$ cat src/hdl/tiis_pkg.sv
`default_nettype none

package tiis_pkg;

    localparam int CMD_W = 16;
    localparam int AMP_W = 16;
    localparam int DLY_W = 8;
    localparam int SLOT_W = 19;
    localparam int SCL_W = 18;
    localparam int PROD_W = 32;
    localparam int CFG_IDX_W = 3;
    localparam int CFG_DATA_W = 16;

    localparam int BUFFER_DEPTH_DEF = 256;

    localparam logic [CFG_IDX_W-1:0] REG_AMP_FIRST = 3'd0;
    localparam logic [CFG_IDX_W-1:0] REG_AMP_SECOND = 3'd1;
    localparam logic [CFG_IDX_W-1:0] REG_AMP_THIRD = 3'd2;
    localparam logic [CFG_IDX_W-1:0] REG_DELAY_SECOND = 3'd3;
    localparam logic [CFG_IDX_W-1:0] REG_DELAY_THIRD = 3'd4;

    localparam logic signed [AMP_W-1:0] AMP_FIRST_RST = 16'sd4096;
    localparam logic signed [AMP_W-1:0] AMP_SECOND_RST = 16'sd8192;
    localparam logic signed [AMP_W-1:0] AMP_THIRD_RST = 16'sd4096;
    localparam logic [DLY_W-1:0] DELAY_SECOND_RST = 8'd25;
    localparam logic [DLY_W-1:0] DELAY_THIRD_RST = 8'd50;

    localparam logic [1:0] OP_FIRST = 2'd0;
    localparam logic [1:0] OP_SECOND = 2'd1;
    localparam logic [1:0] OP_THIRD = 2'd2;

    localparam int OFIFO_DEPTH = 4;
    localparam int OFIFO_AW = $clog2(OFIFO_DEPTH);
    localparam int OFIFO_CW = $clog2(OFIFO_DEPTH + 1);

    typedef struct packed {
        logic                    valid;
        logic                    last;
        logic signed [SCL_W-1:0] scaled;
    } t_op;

    typedef struct packed {
        logic signed [CMD_W-1:0] command_out;
        logic                    saturated;
    } t_out;

    typedef struct packed {
        logic valid;
        t_out payload;
    } t_res;

endpackage

`default_nettype wire

$ cat src/hdl/tiis_acc.sv
`default_nettype none

module tiis_acc #(
    parameter int BUFFER_DEPTH = tiis_pkg::BUFFER_DEPTH_DEF
) (
    input  wire logic                              i_clk,
    input  wire logic                              i_rst_n,
    input  wire tiis_pkg::t_op                     i_op,
    input  wire logic [$clog2(BUFFER_DEPTH)-1:0]   i_op_addr,
    output tiis_pkg::t_res                         o_res,
    output logic                                   o_clearing
);

    import tiis_pkg::*;

    localparam int AW = $clog2(BUFFER_DEPTH);
    localparam logic signed [SLOT_W:0] SLOT_MAX = 20'sd262143;
    localparam logic signed [SLOT_W:0] SLOT_MIN = -20'sd262144;
    localparam logic signed [SLOT_W-1:0] OUT_MAX = 19'sd32767;
    localparam logic signed [SLOT_W-1:0] OUT_MIN = -19'sd32768;

    logic signed [SLOT_W-1:0] r_mem [BUFFER_DEPTH];
    logic signed [SLOT_W-1:0] r_rdata;

    logic                     r_m_valid;
    logic                     r_m_last;
    logic signed [SCL_W-1:0]  r_m_scaled;
    logic [AW-1:0]            r_m_addr;

    logic                     r_w_valid;
    logic [AW-1:0]            r_w_addr;
    logic signed [SLOT_W-1:0] r_w_data;

    logic                     r_clr_busy;
    logic [AW-1:0]            r_clr_addr;

    logic signed [SLOT_W-1:0] base;
    logic signed [SLOT_W:0]   sum;
    logic signed [SLOT_W-1:0] slot_sat;
    logic signed [SLOT_W-1:0] wdata;
    logic                     we;
    logic [AW-1:0]            waddr;
    logic signed [SLOT_W-1:0] mem_wdata;

    always_comb begin
        // The write of the previous operation lands on the same edge as this read.
        if (r_w_valid && (r_w_addr == r_m_addr)) begin
            base = r_w_data;
        end else begin
            base = r_rdata;
        end
        sum = (SLOT_W+1)'(base) + (SLOT_W+1)'(r_m_scaled);
        if (sum > SLOT_MAX) begin
            slot_sat = SLOT_MAX[SLOT_W-1:0];
        end else if (sum < SLOT_MIN) begin
            slot_sat = SLOT_MIN[SLOT_W-1:0];
        end else begin
            slot_sat = sum[SLOT_W-1:0];
        end
        wdata = r_m_last ? '0 : slot_sat;

        o_res.valid = r_m_valid && r_m_last;
        if (slot_sat > OUT_MAX) begin
            o_res.payload.command_out = 16'sd32767;
            o_res.payload.saturated = 1'b1;
        end else if (slot_sat < OUT_MIN) begin
            o_res.payload.command_out = -16'sd32768;
            o_res.payload.saturated = 1'b1;
        end else begin
            o_res.payload.command_out = slot_sat[CMD_W-1:0];
            o_res.payload.saturated = 1'b0;
        end

        we = r_clr_busy || r_m_valid;
        waddr = r_clr_busy ? r_clr_addr : r_m_addr;
        mem_wdata = r_clr_busy ? '0 : wdata;
    end

    assign o_clearing = r_clr_busy;

    always_ff @(posedge i_clk) begin
        if (we) begin
            r_mem[waddr] <= mem_wdata;
        end
        r_rdata <= r_mem[i_op_addr];
    end

    always_ff @(posedge i_clk) begin
        if (!i_rst_n) begin
            r_m_valid <= 1'b0;
            r_w_valid <= 1'b0;
            r_clr_busy <= 1'b1;
            r_clr_addr <= '0;
        end else begin
            r_m_valid <= i_op.valid;
            r_w_valid <= r_m_valid;
            if (r_clr_busy) begin
                if (r_clr_addr == AW'(BUFFER_DEPTH - 1)) begin
                    r_clr_busy <= 1'b0;
                end else begin
                    r_clr_addr <= r_clr_addr + AW'(1);
                end
            end
        end
    end

    always_ff @(posedge i_clk) begin
        r_m_last <= i_op.last;
        r_m_scaled <= i_op.scaled;
        r_m_addr <= i_op_addr;
        r_w_addr <= r_m_addr;
        r_w_data <= wdata;
    end

endmodule

`default_nettype wire

$ cat config.mk
export PLATFORM = sky130hd
export DESIGN_NAME = tiis_acc
export DESIGN_NICKNAME = d
export VERILOG_FILES = /design/src/hdl/tiis_pkg.sv /design/src/hdl/tiis_acc.sv
export SDC_FILE = /design/constraint.sdc
export NUM_CORES = 2
export LEC_CHECK = 0
export CAP_MARGIN = 20
export CORE_MARGIN = 8
export CORE_UTILIZATION = 30
export CTS_CLUSTER_DIAMETER = 60
export CTS_CLUSTER_SIZE = 20
export DETAILED_ROUTE_END_ITERATION = 10
export DONT_BUFFER_PORTS = 1
export SETUP_SLACK_MARGIN = 0.5
export SLEW_MARGIN = 20
export SYNTH_ARGS = -nofsm -noshare
export SYNTH_HDL_FRONTEND = slang
export SYNTH_MEMORY_MAX_BITS = 65536
export SYNTH_SLANG_ARGS = --single-unit
$ cat constraint.sdc
create_clock -name i_clk -period 31.1 [get_ports i_clk]
set_input_delay 1.555 -clock i_clk [delete_from_list [all_inputs] [get_ports i_clk]]
set_output_delay 1.555 -clock i_clk [all_outputs]
set_load 0.1 [all_outputs]
# == Word level (Yosys, flattened, before mapping) ==
# Memory sizes are Yosys's and may differ from the RTL's. A register that Yosys moved wholly into a read port is not among the register bits.
# Index checks and enable logic that the tools add are counted.
# word_totals
output_inout_bits,19
inputBits,30
regBits,65
mem_bits_rw,4864
memories,1
# op_classes
addsub,2
n_mux,12
eq_ne,2
order_cmp,4
n_reduce_logical,4
bitwise,1
# memory_table
name,words,word_bits,rd,rd_clocked_by_memory_dff,wr,line,source
r_mem,256,19,1,1,1,tiis_acc.sv:22,logic signed [SLOT_W-1:0] r_mem [BUFFER_DEPTH];
# ops
operator,count
two-way mux 19 bit,5
two-way mux 17 bit,2
adder 19 x 18 -> 20 bit,1
"> comparator 20 x 19 -> 1 bit, second input constant",1
"< comparator 20 x 19 -> 1 bit, second input constant",1
"> comparator 19 x 16 -> 1 bit, second input constant",1
"< comparator 19 x 16 -> 1 bit, second input constant",1
"adder 8 x 1 -> 8 bit, second input constant",1
== test 8 bit,1
"== test 8 bit, second input constant",1
two-way mux 8 bit,1
two-way mux 1 bit,4
logical AND 1 bit,2
AND reduction 2 bit,1
logical OR 1 bit,1
inverter 1 bit,1

# == Logic depth before layout (Yosys ltp) ==
# logic_depth
word_depth,10
depth_mapped,17
depth_no_buf,14

# == Worst setup path before layout ==
# OpenSTA, ideal clock, no wires.
# synth_timing
kind,reg-to-reg
start,reg r_m_addr[5]
end,"mem r_mem[0][0], data pin"
synth_period_minus_slack_ns,11.730
setup_slack_ns,19.370
path_stages_with_launch,17
t_arrival_ns,10.341
cell_sequence,dfxtp_1 > xor2_1 > nor4_1 > nand3_1 > nor4_2 > buf_2 > mux2_2 > ha_1 > a21oi_1 > nand4b_2 > a2111oi_4 > nor4_1 > o22ai_2 > inv_2 > buf_2 > maj3_1 > nor2_1
# synth_between
elab_chain_cells,9
# synth_rtl
element,line,source
"start, declared",tiis_acc.sv:28,logic [AW-1:0] r_m_addr;
"start signal, assigned",tiis_acc.sv:110,r_m_addr <= i_op_addr;
== test 8 bit *,tiis_acc.sv:47,if (r_w_valid && (r_w_addr == r_m_addr)) begin
logical AND 1 bit *,tiis_acc.sv:47,
two-way mux 19 bit *,tiis_acc.sv:47,
adder 19 x 18 -> 20 bit *,tiis_acc.sv:52,sum = (SLOT_W+1)'(base) + (SLOT_W+1)'(r_m_scaled);
< comparator 20 x 19 -> 1 bit,tiis_acc.sv:55,end else if (sum < SLOT_MIN) begin
two-way mux 19 bit,tiis_acc.sv:55,
two-way mux 19 bit *,tiis_acc.sv:53,if (sum > SLOT_MAX) begin
two-way mux 19 bit *,tiis_acc.sv:60,wdata = r_m_last ? '0 : slot_sat;
two-way mux 19 bit *,tiis_acc.sv:76,mem_wdata = r_clr_busy ? '0 : wdata;
net mem_wdata[0],tiis_acc.sv:43,logic signed [SLOT_W-1:0] mem_wdata;
"end, declared",tiis_acc.sv:22,
# Mark *: on every way through the listed nets, which the timed path passes. The rest lies on a longest branch.

==> results.txt <==
----------------------------------------------------
[Placed design]
  Detailed Place HPWL ... 280 mm
  Final estimated routing congestion in global placement ... 0.787
  Placed Cells incl. Taps ... 16400
  Count of buffers from port buffering ... 0

[Timing]
  RSZ-0062 raised after global routing ... false
  Ratio of final minimum period to clock period ... 0.272
  Final sum of negative setup slack ... 0 ps
  Headroom to the max-slew limit ... 0.234
  Worst-case clock skew ... 69.1 ps
  Achievable clock frequency ... 0.118 GHz
  Post-route worst hold slack ... 400 ps
  Worst Tran Pin Value ... 1150 ps
  Number of max-slew violations in the final report ... 0
  Final setup violation count ... 0
  Hold Violations, Final ... 0
  Final period demand of the worst path ... 8460 ps

[Yosys]
  Area share of the largest cell type after synthesis ... 0.777
  Mean cell area of the mapped netlist ... 22.7 sq um
  Number of enable flip-flop cells after synthesis ... 4864
  Share of synthesized area occupied by flip-flops and latches ... 0.786
  Most frequently used flop master after synthesis ... sky130_fd_sc_hd__edfxtp_1
  Top post-synthesis cells by count ... sky130_fd_sc_hd__edfxtp_1 (4864), sky130_fd_sc_hd__mux4_2 (1216), sky130_fd_sc_hd__nor2_1 (342), sky130_fd_sc_hd__a22oi_1 (323), sky130_fd_sc_hd__clkbuf_1 (312)
  Number of instances in the synthesized netlist ... 8295
  FF+latch count, synth ... 4948
  Cell taking the most area after synthesis ... sky130_fd_sc_hd__edfxtp_1
  Proportion of register bits with asynchronous set or reset after synthesis ... 0
  Most numerous cell in the Yosys netlist ... sky130_fd_sc_hd__edfxtp_1
  Post-synthesis cell type count ... 73
  Count of synthesis-stage warnings from yosys ... 0
  Largest cells by area after synthesis ... sky130_fd_sc_hd__edfxtp_1 (78%), sky130_fd_sc_hd__mux4_2 (15%), sky130_fd_sc_hd__a22oi_1 (1.3%)
  Nets in the synthesized netlist ... 8346
  Synthesized area ... 188000 sq um

[Clocking]
  Clk Latency, worst-skew pair ... 1000 ps
  Number of H-tree levels ... 5
  TritonCTS clock tree ... done
  Clock transition at path regs ... 90 ps
  CTS Root Cell ... sky130_fd_sc_hd__clkbuf_16
  Clock sink count ... 4948
  Number of hold buffers added after cts ... 0
  Resized cells post-CTS ... 0
  Maximum clock insertion buffer count ... 4
  CTS Buf Count ... 322
  Post-CTS Repair Setup Buffers ... 0

[Setup path]
  List of cells traversed by the critical path ... xor2_1, nor4_1, nand3_1, nor4_4, buf_4, mux2_2, ha_1, fa_1, a21o_1, a221o_1, a21oi_1, a21oi_1, a211oi_2, a31oi_1, o22ai_2, buf_4
  Slowest stage cell on the critical path ... sky130_fd_sc_hd__a211oi_2
  Worst R2R Path Depth ... 19
  Critical path launch point ... r_m_addr[5]$_DFF_P_
  Critical Path RT ... 29550 ps
  Crit path DAT ... 6900 ps
  Crit path launch type ... flop
  CP peak stage delay ... 890 ps
  Critical path type ... reg -> out
  Worst r2r dst ... r_mem[19][1]$_DFFE_PP_
  Max FO, Critical Path ... 19
  Startpoint of the worst register-to-register path ... r_m_addr[5]$_DFF_P_
  Reg-to-reg setup timing slack ... 23050 ps
  Worst Setup End Kind ... output port

[Outcome]
  Status ... finished, final reports clean

[Drt]
  Detailed-router iteration count before antenna repair ... 6
  Number of DRC markers after the initial detailed-route iteration ... 11900
  Count of vias placed by the detailed router ... 90200
  Count of nets left with antenna violations after detail routing ... 0
  WL per Instance ... 30.0 um
  Post-detailed-routing wire length ... 508 mm
  Final routed DRC violation total ... 0
  Via density per instance ... 5.32

[Hold path]
  Hold Path Stages ... 0
  Worst min-delay path startpoint ... r_m_addr[1]$_DFF_P_
  Class of the worst hold path ... reg -> reg
  Hold path endpoint ... r_w_addr[1]$_DFF_P_

[Die]
  Area enclosed by the die boundary ... 652000 sq um
  Standard-cell row count ... 290
  Die Y-Extent ... 808 um
  Starting Density ... 0.301
  Die span in x ... 808 um
  IO Count ... 49
  Core footprint ... 624000 sq um

[Final layout]
  Non-filler instance count after layout ... 16900
  Fraction of layout instances using a drive strength above 1 ... 0.264
  Number of nets at the end of the flow ... 8475
  Fill count ... 57500
  Area growth, synth to finish ... 12.2%

[Global routing]
  Pin count of the biggest net entering global routing ... 257
  Antenna violations before repair ... 22
  Global-route usage over all layers ... 0.149
  First-pass GRT wire length ... 710 mm
  Sum of overflow across all layers after global routing ... 0
  Vias in the first global route ... 91600

[Power]
  Total power density per cell area ... 58.3 nW/um^2
  Sum of internal, switching and leakage power ... 0.0123 W
  IR Drop Worst-Case VDD ... 0.0000484 V
  LEAKAGE ... 58.4 nW

[Job]
  Count of maximum capacitance violations ... 0

----------------------------------------------------
## metal layers
metal  vias up  track usage  part of all wire
li1      35800            -                 -
met1     49500        0.198              0.39
met2      4199        0.252              0.50
met3       731       0.0204             0.074
met4         0       0.0494             0.036
met5         -            0                 0
## kinds of logic after synthesis
group / count (synthesis) / share of synthesized area
AOI/OAI and AO/OA: 978 / 0.0391
xor gates and xnor gates: 25 / 0.00116
adders and majority gates: 38 / 0.00243
muxes: 1239 / 0.147
DFF: 4948 / 0.786
buffers and inverters: 520 / 0.0114
and+or+nand+nor: 547 / 0.0129
## worst max-delay path, delay by kind of cell, from the launching register on
family / cells / cell delay [ps]
xor gates and xnor gates: 1 / 100
AOI/OAI and AO/OA: 7 / 2620
and+or+nand+nor: 3 / 880
DFF: 1 / 440
buffers and inverters: 2 / 740
adders and majority gates: 2 / 670
muxes: 1 / 400
## power by group
part / internal [W] / switching (W)
combinational: 0.000237 / 0.000448
sequential: 0.00722 / 0.0000254
clock: 0.00208 / 0.00229
## cells in the final DEF, fill, tap and decap left out, types with 20 or more instances in the layout
master / netlist / layout
sky130_fd_sc_hd__clkbuf_16: 0 / 326
sky130_fd_sc_hd__buf_4: 6 / 263
sky130_fd_sc_hd__a21oi_1: 182 / 171
sky130_fd_sc_hd__nor2_4: 0 / 175
sky130_fd_sc_hd__nand2_1: 55 / 43
sky130_fd_sc_hd__clkinvlp_4: 0 / 24
sky130_fd_sc_hd__o22ai_1: 46 / 41
sky130_fd_sc_hd__a22o_1: 152 / 152
sky130_fd_sc_hd__mux4_2: 1216 / 1216
sky130_fd_sc_hd__clkbuf_1: 312 / 51
sky130_fd_sc_hd__nor2_1: 342 / 146
sky130_fd_sc_hd__a22oi_1: 323 / 323
sky130_fd_sc_hd__a221oi_1: 154 / 154
sky130_fd_sc_hd__ha_1: 20 / 20
sky130_fd_sc_hd__o221ai_1: 59 / 59
sky130_fd_sc_hd__nor3_1: 46 / 46
sky130_fd_sc_hd__dfxtp_1: 84 / 83
sky130_fd_sc_hd__buf_16: 0 / 34
sky130_fd_sc_hd__nor2_2: 0 / 21
sky130_fd_sc_hd__edfxtp_1: 4864 / 4864
## worst max-delay path by stage
stage,slack (ps),cells after the start,end
after floorplan,19370,16,r_mem[0][0]$_DFFE_PP_
after global placement,23180,10,r_rdata[10]$_DFF_P_
after detailed placement,23070,13,r_rdata[13]$_DFF_P_
after CTS,22610,16,o_res[1]
after global routing,22430,16,o_res[2]
final,22640,16,o_res[1]
## area by class of cell
| type | instances | area (sq um) | share of cell area |
|---|---|---|---|
| well taps | 8322 | 10400 | 0.0493 |
| multi-input cells | 2827 | 39600 | 0.188 |
| clock inverters | 132 | 1640 | 0.00777 |
| inverters | 18 | 67.6 | 0.000320 |
| clock buffers | 380 | 8390 | 0.0398 |
| repair buffers | 307 | 3080 | 0.0146 |
| diodes | 14 | 35.0 | 0.000166 |
| flip-flops and latches | 4948 | 148000 | 0.700 |
## state kept, by name, indices dropped and copies added (netlist names)
name and count:
o_clearing 1, r_m_valid 1, r_w_data 19, r_m_addr 8, r_m_last 1, r_m_scaled 18, r_rdata 19, r_w_valid 1
r_clr_addr 8, r_mem 4864, r_w_addr 8
## per-stage QoR
| stage | util | cell area, sq um | setup slack (ps) |
|---|---|---|---|
| after detailed placement | 0.322 | 201000 | 23070 |
| after CTS | 0.338 | 211000 | 22610 |
| final | 0.338 | 211000 | 22640 |
| after floorplan | - | 188000 | 19370 |
| after global routing | 0.338 | 211000 | 22430 |
| after global placement | 0.321 | 200000 | 23180 |
Note: power is estimated with default switching activity, not from simulation.
