--- src/hdl/tiis_pkg.sv ---
`default_nettype none

package tiis_pkg;

    localparam int CMD_W = 16;
    localparam int AMP_W = 16;
    localparam int DLY_W = 8;
    localparam int SLOT_W = 19;
    localparam int SCL_W = 18;
    localparam int PROD_W = 32;
    localparam int CFG_IDX_W = 3;
    localparam int CFG_DATA_W = 16;

    localparam int BUFFER_DEPTH_DEF = 256;

    localparam logic [CFG_IDX_W-1:0] REG_AMP_FIRST = 3'd0;
    localparam logic [CFG_IDX_W-1:0] REG_AMP_SECOND = 3'd1;
    localparam logic [CFG_IDX_W-1:0] REG_AMP_THIRD = 3'd2;
    localparam logic [CFG_IDX_W-1:0] REG_DELAY_SECOND = 3'd3;
    localparam logic [CFG_IDX_W-1:0] REG_DELAY_THIRD = 3'd4;

    localparam logic signed [AMP_W-1:0] AMP_FIRST_RST = 16'sd4096;
    localparam logic signed [AMP_W-1:0] AMP_SECOND_RST = 16'sd8192;
    localparam logic signed [AMP_W-1:0] AMP_THIRD_RST = 16'sd4096;
    localparam logic [DLY_W-1:0] DELAY_SECOND_RST = 8'd25;
    localparam logic [DLY_W-1:0] DELAY_THIRD_RST = 8'd50;

    localparam logic [1:0] OP_FIRST = 2'd0;
    localparam logic [1:0] OP_SECOND = 2'd1;
    localparam logic [1:0] OP_THIRD = 2'd2;

    localparam int OFIFO_DEPTH = 4;
    localparam int OFIFO_AW = $clog2(OFIFO_DEPTH);
    localparam int OFIFO_CW = $clog2(OFIFO_DEPTH + 1);

    typedef struct packed {
        logic                    valid;
        logic                    last;
        logic signed [SCL_W-1:0] scaled;
    } t_op;

    typedef struct packed {
        logic signed [CMD_W-1:0] command_out;
        logic                    saturated;
    } t_out;

    typedef struct packed {
        logic valid;
        t_out payload;
    } t_res;

endpackage

`default_nettype wire

--- src/hdl/tiis_ofifo.sv ---
`default_nettype none

module tiis_ofifo (
    input  wire logic           i_clk,
    input  wire logic           i_rst_n,
    input  wire tiis_pkg::t_res i_push,
    input  wire logic           i_pop,
    output logic                o_valid,
    output tiis_pkg::t_out      o_data
);

    import tiis_pkg::*;

    t_out                r_buf [OFIFO_DEPTH];
    logic [OFIFO_AW-1:0] r_wr_ptr;
    logic [OFIFO_AW-1:0] r_rd_ptr;
    logic [OFIFO_CW-1:0] r_count;
    logic                pop;

    assign o_valid = (r_count != '0);
    assign o_data = r_buf[r_rd_ptr];
    assign pop = i_pop && o_valid;

    always_ff @(posedge i_clk) begin
        if (!i_rst_n) begin
            r_wr_ptr <= '0;
            r_rd_ptr <= '0;
            r_count <= '0;
        end else begin
            if (i_push.valid) begin
                if (r_wr_ptr == OFIFO_AW'(OFIFO_DEPTH - 1)) begin
                    r_wr_ptr <= '0;
                end else begin
                    r_wr_ptr <= r_wr_ptr + OFIFO_AW'(1);
                end
            end
            if (pop) begin
                if (r_rd_ptr == OFIFO_AW'(OFIFO_DEPTH - 1)) begin
                    r_rd_ptr <= '0;
                end else begin
                    r_rd_ptr <= r_rd_ptr + OFIFO_AW'(1);
                end
            end
            if (i_push.valid && !pop) begin
                r_count <= r_count + OFIFO_CW'(1);
            end else if (!i_push.valid && pop) begin
                r_count <= r_count - OFIFO_CW'(1);
            end
        end
    end

    always_ff @(posedge i_clk) begin
        if (i_push.valid) begin
            r_buf[r_wr_ptr] <= i_push.payload;
        end
    end

endmodule

`default_nettype wire

--- config.mk ---
export PLATFORM = sky130hd
export DESIGN_NAME = tiis_ofifo
export DESIGN_NICKNAME = d
export VERILOG_FILES = /design/src/hdl/tiis_pkg.sv /design/src/hdl/tiis_ofifo.sv
export SDC_FILE = /design/constraint.sdc
export NUM_CORES = 1
export LEC_CHECK = 0
export BUFFER_PORTS_ARGS = -buffer_cell sky130_fd_sc_hd__buf_4
export CAP_MARGIN = 15
export CORE_ASPECT_RATIO = 0.7
export CORE_UTILIZATION = 25
export CTS_CLUSTER_SIZE = 12
export DETAILED_ROUTE_END_ITERATION = 10
export GPL_TIMING_DRIVEN = 0
export PLACE_DENSITY = 0.49
export SYNTH_ARGS = -nofsm -noshare
export SYNTH_HDL_FRONTEND = slang
export SYNTH_SLANG_ARGS = --single-unit
--- constraint.sdc ---
create_clock -name i_clk -period 5.6 [get_ports i_clk]
set_clock_uncertainty 0.2 [all_clocks]
set_input_delay 0.28 -clock i_clk [delete_from_list [all_inputs] [get_ports i_clk]]
set_output_delay 0.28 -clock i_clk [all_outputs]
set_load 0.005 [all_outputs]
* Yosys cells after proc, flatten, opt, wreduce, memory -nomap -nowiden
Memories as Yosys holds them, arrays and structs flattened. A register that Yosys moved wholly into a read port is not among the register bits.
Index checks and enable logic that the tools add are counted.
** Operators by class
- Add/sub/neg operators :: 4
- Muxes and demuxes :: 8
- Equal/unequal tests :: 2
- Reduce and logical (&&, ||, !) cells :: 7
** Operators with widths (count)
- 2-to-1 mux 2 bit :: 4
- 2-to-1 mux 3 bit :: 2
- adder 2 x 1 -> 2 bit, second input constant :: 2
- equality test 2 bit, second input constant :: 2
- adder 3 x 1 -> 3 bit, second input constant :: 1
- logical AND 1 bit :: 3
- nonzero test 3 bit :: 1
- subtractor 3 x 1 -> 3 bit, second input constant :: 1
- logical NOT 1 bit :: 2
- 2-to-1 mux 1 bit :: 2
- nonzero test 2 bit :: 1
** Storage, ports and cells
- Memories :: 1
- Bits in registers :: 7
- Memory bits (writable) :: 68
- Output and inout bits :: 18
- Bits of input ports :: 21
- Word-level logic and storage cells :: 25
** Memory list
- r_buf :: words 4, width 17, read ports 1, clocked after memory_dff 1, wr ports 1, line tiis_ofifo.sv:14 : t_out r_buf [OFIFO_DEPTH];

* Logic depth before layout (Yosys ltp)
Gate-level depths: netlist of run 1.
- Depth in word-level cells :: 5
- Mapped depth :: 7
- Mapped depth without buffers :: 7

* Least setup slack after synthesis of run 1
No wires, ideal clock.
- Kind :: register to register
- Start point :: register r_count[0]
- End point :: register r_count[2]
- Buffers on the path :: 0
- Setup time :: 0.076 ns
- Period minus slack after synthesis :: 2.268 ns
- Setup slack :: 3.332 ns
- Required time :: 5.324 ns
- Arrival :: 1.993 ns
- Stages on the path, launching flop included :: 8
- Cell sequence :: dfxtp_1 > o31ai_1 > ha_1 > inv_1 > fa_1 > xor2_1 > or3_1 > a21boi_0
** On the way
- Word-level cells in the longest chain between the ends :: 5
- Elaborated cells between the ends (all ways) :: 10
- Those cells by class :: add/sub (2); mux (2); reduce/logical (6)
** RTL lines
- start: declaration :: line tiis_ofifo.sv:17 : logic [OFIFO_CW-1:0] r_count;
- start signal: assignment :: line tiis_ofifo.sv:45 : r_count <= r_count + OFIFO_CW'(1);
- start signal: assignment :: line tiis_ofifo.sv:47 : r_count <= r_count - OFIFO_CW'(1);
- parallel branches: the longest is 5 deep, another holds subtractor 3 x 1 -> 3 bit
Several ways; the timed one is not identified. The select of a mux whose other input is x is not followed.
A chain may end at the register's enable or synchronous reset.

* Worst setup path after layout of run 1
Ends and elaborated chain as after synthesis.

==> out/qor.yml, run 1 <==
status: "completed"
grt-ovfl-total: 0
detailed_place_hpwl_um: 3210
hold_path_depth: 2
cts_made_buffers: 9
critPathTopFamily: "compound AO/OA/AOI/OAI gates"
cp_max_fo: 5
ant_nets: 0
die_h_um: 92.8
path_cells: "o31ai_1 > ha_1 > inv_1 > fa_1 > xor2_1 > or3_1 > a21boi_0"
ir_drop_uv: 199
r2r-end: "r_count[2]$_SDFFE_PN0P_"
yosys_warnings: 0
synth.avg_cell_area_um2: 22.0
synth_xor_xnor_area_share_pct: 0.595
rr_worst_depth: 7
design.die.area_mm2: 0.0122
ys_seq_area_share_pct: 75.5
syn_nets: 162
ff2ff_setup_slack_ns: 3.13
grt_pass1_wl_um: 8040
hold_ws_ns: 0.0279
worst_pin_slew_ns: 0.988
cts_tree: "built"
place_congestion: 0.620
coreArea_mm2: 0.0113
critPathBufInv: 1
fmax_mhz: 404
finalNetCount: 228
io_buffers: 38
synth_edf_count: 68
worstReg2RegStart: "r_count[0]$_SDFFE_PN0P_"
area_growth_pct: 32.1
end_kind: "register"
clk-insertion-delay-late_ns: 0.33
vias: 1422
diodes: 0
hold_viol: 0
max_cap_violations: 0
cpMaxStageDelayCell: "o31ai_1"
finalCritPeriodShare_pct: 44.2
drt-total-wl_um: 5080
ys.flop_type: "edfxtp_1"
synthMuxAreaShare_pct: 14.9
place_ws_ns: 3.12
rows: 32
slew_headroom_pct: 34.1
postCtsSetupBuffers: 0
postLayoutCoreUtil_pct: 34.6
routed_via_density: 3.97
hp-start: "i_rst_n"
grt_max_degree: 18
synthesis.area_mm2: 0.00294
drv_slew: 0
synth_top_family_by_area: "multiplexers"
synth_compound_area_share_pct: 1.02
cp-startpoint: "r_count[0]$_SDFFE_PN0P_"
cts_max_level: 3
drive_above_1_share_pct: 33.2
cpPeakStageDelay_ns: 0.50
holdPathEnd: "r_count[0]$_SDFFE_PN0P_"
worstPathRequired_ns: 5.66
ys_seq_elements: 77
netlist_top_cells_area: "edfxtp_1 69%, mux4_2 7.6%, mux4_1 6.2%"
postLayoutSetupSlackWorst_ns: 3.13
synth_cell_types: 22
clockBufferDepth: 2
drt-pass1-iter-count: 4
synth_top_area_share_pct: 69.4
drc: 0
antenna_found_initial: 0
wl_per_cell_um: 14.2
io_pins: 39
die_x_um: 132
period_minus_slack_ns: 2.47
clkTransAtPathRegs_ns: 0.06
cts_resized: 0
synth_area_leader_cell: "edfxtp_1"
synth-simple-area-share_pct: 2.97
rsz0062_at_grt: "false"
crit_arrival_ns: 2.53
async_flop_share_pct: 0
grt_usage_pct: 9.08
setup_tns_ns: 0
clock_sinks: 77
pwr_density_cell_mw_per_mm2: 406
finalSetupViolations: 0
netlist_instances: 134
path_class: "register to register"
start_util_pct: 26.2
holdBufCountCts: 17
p_leak_nw: 1.37
dr.first_iter.drc_count: 64
grt_pass1_vias: 1521
cts-root-buf: "clkbuf_16"
start_kind: "register"
min_path_type: "primary input to register"
synthAdderAreaFrac_pct: 3.23
-- flip-flops by register name (all words and copies together), names as in the netlist, named ones only --
| register | count |
|---|---|
| r_wr_ptr | 2 |
| r_count | 3 |
| r_buf | 68 |
| r_rd_ptr | 2 |
-- area by class of cell --
class / instances / area [um2]
Fill cell: 1062 / 7360
Tap cell: 153 / 191
Clock inverter: 7 / 73.8
Clock buffer: 9 / 225
Multi-Input combinational cell: 50 / 669
Timing Repair Buffer: 55 / 455
Inverter: 3 / 11.3
Buffer: 4 / 41.3
Sequential cell: 77 / 2220
-- worst max path at each step --
| stage | slack, ns | to | cells past startpoint |
|---|---|---|---|
| after detailed placement | 3.12 | r_count[2]$_SDFFE_PN0P_ | 7 |
| after floorplan | 3.33 | r_count[2]$_SDFFE_PN0P_ | 7 |
| after CTS | 3.10 | r_count[2]$_SDFFE_PN0P_ | 7 |
| after global placement | 3.16 | r_count[2]$_SDFFE_PN0P_ | 7 |
| after global routing | 2.94 | r_count[2]$_SDFFE_PN0P_ | 7 |
| final | 3.13 | r_count[2]$_SDFFE_PN0P_ | 7 |
-- stage by stage --
step	std cells	area (um2)	total power, mW
final	358	3890	1.58
after CTS	358	3890	1.60
after floorplan	134	2940	0.888
after detailed placement	325	3420	1.02
after global routing	358	3890	1.65
after global placement	325	3420	1.02
-- per-layer routing --
| metal | GRT usage, % | vias up | routed length (um) |
|---|---|---|---|
| li1 | - | 675 | - |
| met1 | 11.5 | 710 | 2460 |
| met2 | 13.8 | 29 | 2310 |
| met3 | 3.17 | 8 | 220 |
| met4 | 4.65 | 0 | 97 |
| met5 | 0 | - | 0 |
-- layout by cell type, fill, tap and decap left out, drive strengths merged, types with 4 or more instances in the layout --
cell	n
inv	4
clkbuf	9
mux4	17
and2	5
dlygate4sd3	17
buf	42
edfxtp	68
clkinv	4
ha	6
dfxtp	9
-- where the power goes --
group / internal, mW / switching, mW / total, mW / leakage, nW
clock: 0.346 / 0.221 / 0.567 / 0.146
combinational: 0.196 / 0.132 / 0.328 / 0.524
sequential: 0.667 / 0.0184 / 0.685 / 0.699
-- cell families after synthesis --
| group | after synthesis |
|---|---|
| xor+xnor | 2 |
| flops | 77 |
| buf+inv | 7 |
| fa+ha+maj | 7 |
| mux | 20 |
| simple gates | 16 |
| compound gates | 5 |
-- synth_stat cells (2+ instances only) --
cell	n
dfxtp_1	9
mux4_1	7
edfxtp_1	68
ha_1	6
nor2_1	2
nor2b_1	3
buf_2	2
mux4_2	10
mux2i_1	3
nand2_1	2
or3_1	2
and2_1	5
inv_1	3
nand3_1	2
o21ai_0	3
Note: power is estimated with default switching activity, not from simulation.
==> inputs of run 2 (changes only) <==
Clock period 5.6 ns to 2.33 ns, I/O delays scaled along.
==> run 2 against run 1 <==
  * Critical endpoint unchanged
  * Sequential cell count is the same
  * Register-to-register slack lost 3.0 ns
  * Via count grew 1.3%
  * Utilization grew 0.48 points
  * First-iteration DRC count is the same
  * Maximum frequency grew 12%
  * Critical path depth is the same
  * Cell count grew 1.1%
  * Sequential share of layout area shrank 0.78 points
  * Hold slack gained 0.29 ns
  * Die area is the same
==> out/qor.yml, run 2 (synthesis gave the netlist of run 1 again) <==
antenna_found_initial: 0
ant_nets: 0
dp.cells: 325
cts_tree: "built"
fill_cells: 1061
critPathBufInv: 1
ff_latch_area_mm2: 0.00222
rsz0062_at_grt: "false"
status: "completed"
final_cell_mix: "68 x edfxtp_1, 39 x buf_4, 20 x dlygate4sd3_1, 10 x mux4_2"
cts-root-buf: "clkbuf_16"
holdPathEnd: "r_rd_ptr[1]$_SDFFE_PN0P_"
p_leak_nw: 1.38
r2r-end: "r_count[2]$_SDFFE_PN0P_"
path_cells: "o31ai_4 > ha_2 > inv_1 > fa_1 > xor2_1 > or3_1 > a21boi_0"
period_minus_slack_ns: 2.21
finalCritPeriodShare_pct: 94.7
grt_pass1_vias: 1549
setup_tns_ns: 0
min_path_type: "register to register"
ir_drop_uv: 477
slew_headroom_pct: 34.0
fin_area_mm2: 0.00394
drive_above_1_share_pct: 34.0
crit_arrival_ns: 2.26
design.die.area_mm2: 0.0122
top_register: "r_buf"
highest_layer: "met4"
die_h_um: 92.8
top_regs: "r_buf (68), r_count (3)"
total_power_mw: 3.83
cts_max_level: 3
fin_cells: 362
largest_reg_flops: 68
vias: 1441
io_buffers: 38
wl_met2_um: 2350
finalSetupViolations: 0
critPathTopFamily: "adder cells"
io_pins: 39
wl_met1_um: 2450
worstReg2RegStart: "r_count[0]$_SDFFE_PN0P_"
drt-pass1-iter-count: 4
cpPeakStageDelay_ns: 0.37
clockBufferDepth: 2
cpMaxStageDelayCell: "dfxtp_1"
worst_pin_slew_ns: 0.991
grt-ovfl-total: 0
start_util_pct: 26.2
worstPathRequired_ns: 2.39
clock_sinks: 77
rr_worst_depth: 7
area_growth_pct: 34.0
pwr_density_cell_mw_per_mm2: 971
fmax_mhz: 453
wl_per_cell_um: 14.1
multi_input_area_um2: 686
dr.first_iter.drc_count: 64
grt_pass1_wl_um: 8160
hold_viol: 0
drv_slew: 0
cp_max_fo: 4
coreArea_mm2: 0.0113
grt_usage_pct: 9.18
clkTransAtPathRegs_ns: 0.06
start_kind: "register"
rows: 32
end_kind: "register"
detailed_place_hpwl_um: 3210
dr_wl_met3_um: 212
ff2ff_setup_slack_ns: 0.12
hold_path_depth: 2
finalNetCount: 232
routed_via_density: 3.98
layout_commonest_cell: "edfxtp_1"
drt-total-wl_um: 5110
max_cap_violations: 0
drc: 0
die_x_um: 132
clk-insertion-delay-late_ns: 0.33
place_congestion: 0.620
grt_max_degree: 18
cts_made_buffers: 9
place_area_mm2: 0.00342
path_class: "register to register"
diodes: 0
hp-start: "r_rd_ptr[1]$_SDFFE_PN0P_"
-- run 2: changes by cell type in the layout (fill, tap and decap cells not counted), sizes merged --
cell | previous run | this run
dlygate4sd3 | 17 | 20
buf | 42 | 43
-- run 2: layer usage --
metal	track usage [%]	vias to the layer above
met3	3.12	8
met2	14.2	29
met5	0	-
met4	4.65	0
li1	-	683
met1	11.5	721
-- run 2: layout make-up --
cell class	count	area share [%]
clock inverter	7	1.87
inverter	3	0.286
timing repair buffer	59	12.5
clock buffer	9	5.71
tap	153	4.85
buffer	4	1.05
multi-input combinational	50	17.4
sequential	77	56.3
-- run 2: how the worst max path moves through the flow --
| stage | startpoint | to | slack [ns] | depth (start not counted) |
|---|---|---|---|---|
| floorplan | r_count[0]$_SDFFE_PN0P_ | r_count[2]$_SDFFE_PN0P_ | 0.06 | 7 |
| global placement | r_count[0]$_SDFFE_PN0P_ | r_count[2]$_SDFFE_PN0P_ | -0.11 | 7 |
| detailed placement | r_count[0]$_SDFFE_PN0P_ | r_count[2]$_SDFFE_PN0P_ | -0.15 | 7 |
| CTS | r_count[1]$_SDFFE_PN0P_ | r_count[2]$_SDFFE_PN0P_ | 0.07 | 7 |
| global route | r_count[0]$_SDFFE_PN0P_ | r_count[2]$_SDFFE_PN0P_ | 0.01 | 7 |
| finish | r_count[0]$_SDFFE_PN0P_ | r_count[2]$_SDFFE_PN0P_ | 0.12 | 7 |
-- run 2: timing repair --
| item | CTS | global route |
|---|---|---|
| setup endpoints to repair | 1 | 1 |
| resized for setup | 2 | 1 |
| endpoints found under the hold margin | 77 | 0 |
| gates cloned | 0 | 0 |
| hold buffers | 20 | 0 |
| setup buffers | 0 | 1 |
| pin swaps | 0 | 1 |
-- run 2: per-stage QoR --
step	hold WS (ns)	setup WS [ns]	utilization, %
2_1_floorplan	0.0154	0.0615	-
3_3_place_gp	0.121	-0.106	30.4
3_5_place_dp	0.124	-0.148	30.4
4_1_cts	0.315	0.0665	35.0
5_1_grt	0.319	0.00977	35.1
6_report	0.319	0.124	35.1
-- run 2: tightest hold or removal path, delay by kind of cell, from the launching register on --
kind	cells	cell delay [ns]
simple gates	1	0.07
flops	1	0.33
compound gates	1	0.08
-- run 2: where the power goes --
part           switching, mW  total (mW)  internal, mW
sequential            0.0525        1.65          1.60
clock                  0.532        1.36         0.831
combinational          0.321       0.809         0.489
==> inputs of run 3 (changes only) <==
Settings changed: CAP_MARGIN 15 to default, CELL_PAD_IN_SITES_DETAIL_PLACEMENT from default to 1, CELL_PAD_IN_SITES_GLOBAL_PLACEMENT from default to 1, PLACE_DENSITY 0.49 to 0.53.
==> run 3 against run 2 <==
  * Die area is the same
  * Largest cell class unchanged
  * Register-to-register slack gained 0.03 ns
  * Critical path type unchanged
  * Combinational power grew 2.6%
==> out/qor.yml, run 3 (synthesis gave the netlist of run 1 again) <==
status: "completed"
io_buffers: 38
end_kind: "register"
postLayoutSetupSlackWorst_ns: 0.157
area_growth_pct: 34.3
finalSetupViolations: 0
fmax_mhz: 460
grt_pass1_vias: 1565
cts_made_buffers: 9
ir_drop_uv: 383
hold_path_depth: 2
fin_area_mm2: 0.00395
grt_usage_pct: 10.2
fin_cells: 364
drt-pass1-iter-count: 4
cp_max_fo: 4
grt_max_degree: 18
coreArea_mm2: 0.0113
pwr_density_cell_mw_per_mm2: 969
top_regs: "r_buf (68), r_count (3)"
drive_above_1_share_pct: 33.6
wl_per_cell_um: 15.0
cts-root-buf: "clkbuf_16"
rsz0062_at_grt: "false"
design.die.area_mm2: 0.0122
largest_reg_flops: 68
die_h_um: 92.8
die_x_um: 132
clk-insertion-delay-late_ns: 0.33
drc: 0
place_ws_ns: -0.207
diodes: 0
ant_nets: 0
finalNetCount: 234
rr_worst_depth: 7
start_kind: "register"
worst_pin_slew_ns: 0.979
place_congestion: 0.653
cts_max_level: 3
drt-total-wl_um: 5470
start_util_pct: 26.2
path_class: "register to register"
io_pins: 39
slew_headroom_pct: 34.7
top_register: "r_buf"
min_path_type: "register to register"
layout_commonest_cell: "edfxtp_1"
dp.cells: 325
max_cap_violations: 0
antenna_found_initial: 0
fill_cells: 1129
vias: 1459
finalCritPeriodShare_pct: 93.3
hold_viol: 0
rows: 32
routed_via_density: 4.01
final_cell_mix: "68 x edfxtp_1, 41 x buf_4, 20 x dlygate4sd3_1, 10 x mux4_2"
clkTransAtPathRegs_ns: 0.06
setup_tns_ns: 0
place_area_mm2: 0.00342
clock_sinks: 77
drv_slew: 0
p_leak_nw: 1.39
cts_tree: "built"
dr.first_iter.drc_count: 52
period_minus_slack_ns: 2.17
worstPathRequired_ns: 2.39
grt_pass1_wl_um: 8920
detailed_place_hpwl_um: 3370
grt-ovfl-total: 0
clockBufferDepth: 2
crit_arrival_ns: 2.23
-- run 3: area by class of cell --
type / count / area [um2] / share of cell area (%)
timing repair buffer: 61 / 508 / 12.9
multi-input combinational: 50 / 686 / 17.3
tap: 153 / 191 / 4.84
clock buffer: 10 / 229 / 5.79
inverter: 3 / 11.3 / 0.285
sequential: 77 / 2220 / 56.2
buffer: 4 / 41.3 / 1.04
clock inverter: 6 / 63.8 / 1.61
-- run 3: path summary, 6_finish.rpt --
check	start	to	slack (ns)
max	r_count[0]$_SDFFE_PN0P_	r_count[2]$_SDFFE_PN0P_	0.16
min	r_rd_ptr[1]$_SDFFE_PN0P_	register	0.32
max reg2reg	r_count[0]$_SDFFE_PN0P_	r_count[2]$_SDFFE_PN0P_	0.16
min reg2reg	r_rd_ptr[1]$_SDFFE_PN0P_	register	0.32
-- run 3: timing repair --
| action | CTS | global route |
|---|---|---|
| resized for setup | 2 | 1 |
| setup buffers | 0 | 3 |
| endpoints found under the hold margin | 77 | 0 |
| hold buffers | 20 | 0 |
| pin swaps | 0 | 1 |
| setup endpoints to repair | 1 | 1 |
-- run 3: layer usage --
| layer | global-route usage (%) | vias up | wire (um) |
|---|---|---|---|
| li1 | - | 688 | - |
| met1 | 12.9 | 739 | 2570 |
| met2 | 15.5 | 26 | 2650 |
| met3 | 3.56 | 6 | 170 |
| met4 | 5.23 | 0 | 87 |
| met5 | 0 | - | 0 |
-- run 3: critical path: stages, from the launching register on --
cell and delay [ns]:
dfxtp_1 0.37, o31ai_4 0.26, ha_2 0.23, inv_1 0.05, fa_1 0.38, xor2_1 0.16, or3_1 0.30, a21boi_0 0.15
-- run 3: where the power goes --
part,internal (mW),leakage [nW],switching [mW]
Combinational,0.503,0.549,0.326
Sequential,1.60,0.699,0.0540
Clock,0.826,0.140,0.518
Total,2.93,1.39,0.899
-- run 3: per-stage QoR --
stage | utilization (%) | power, mW | hold WS [ns]
2_1_floorplan | - | 2.13 | 0.0154
3_3_place_gp | 30.4 | 2.47 | 0.121
3_5_place_dp | 30.4 | 2.48 | 0.125
4_1_cts | 34.9 | 3.87 | 0.318
5_1_grt | 35.1 | 4.03 | 0.326
6_report | 35.1 | 3.83 | 0.324
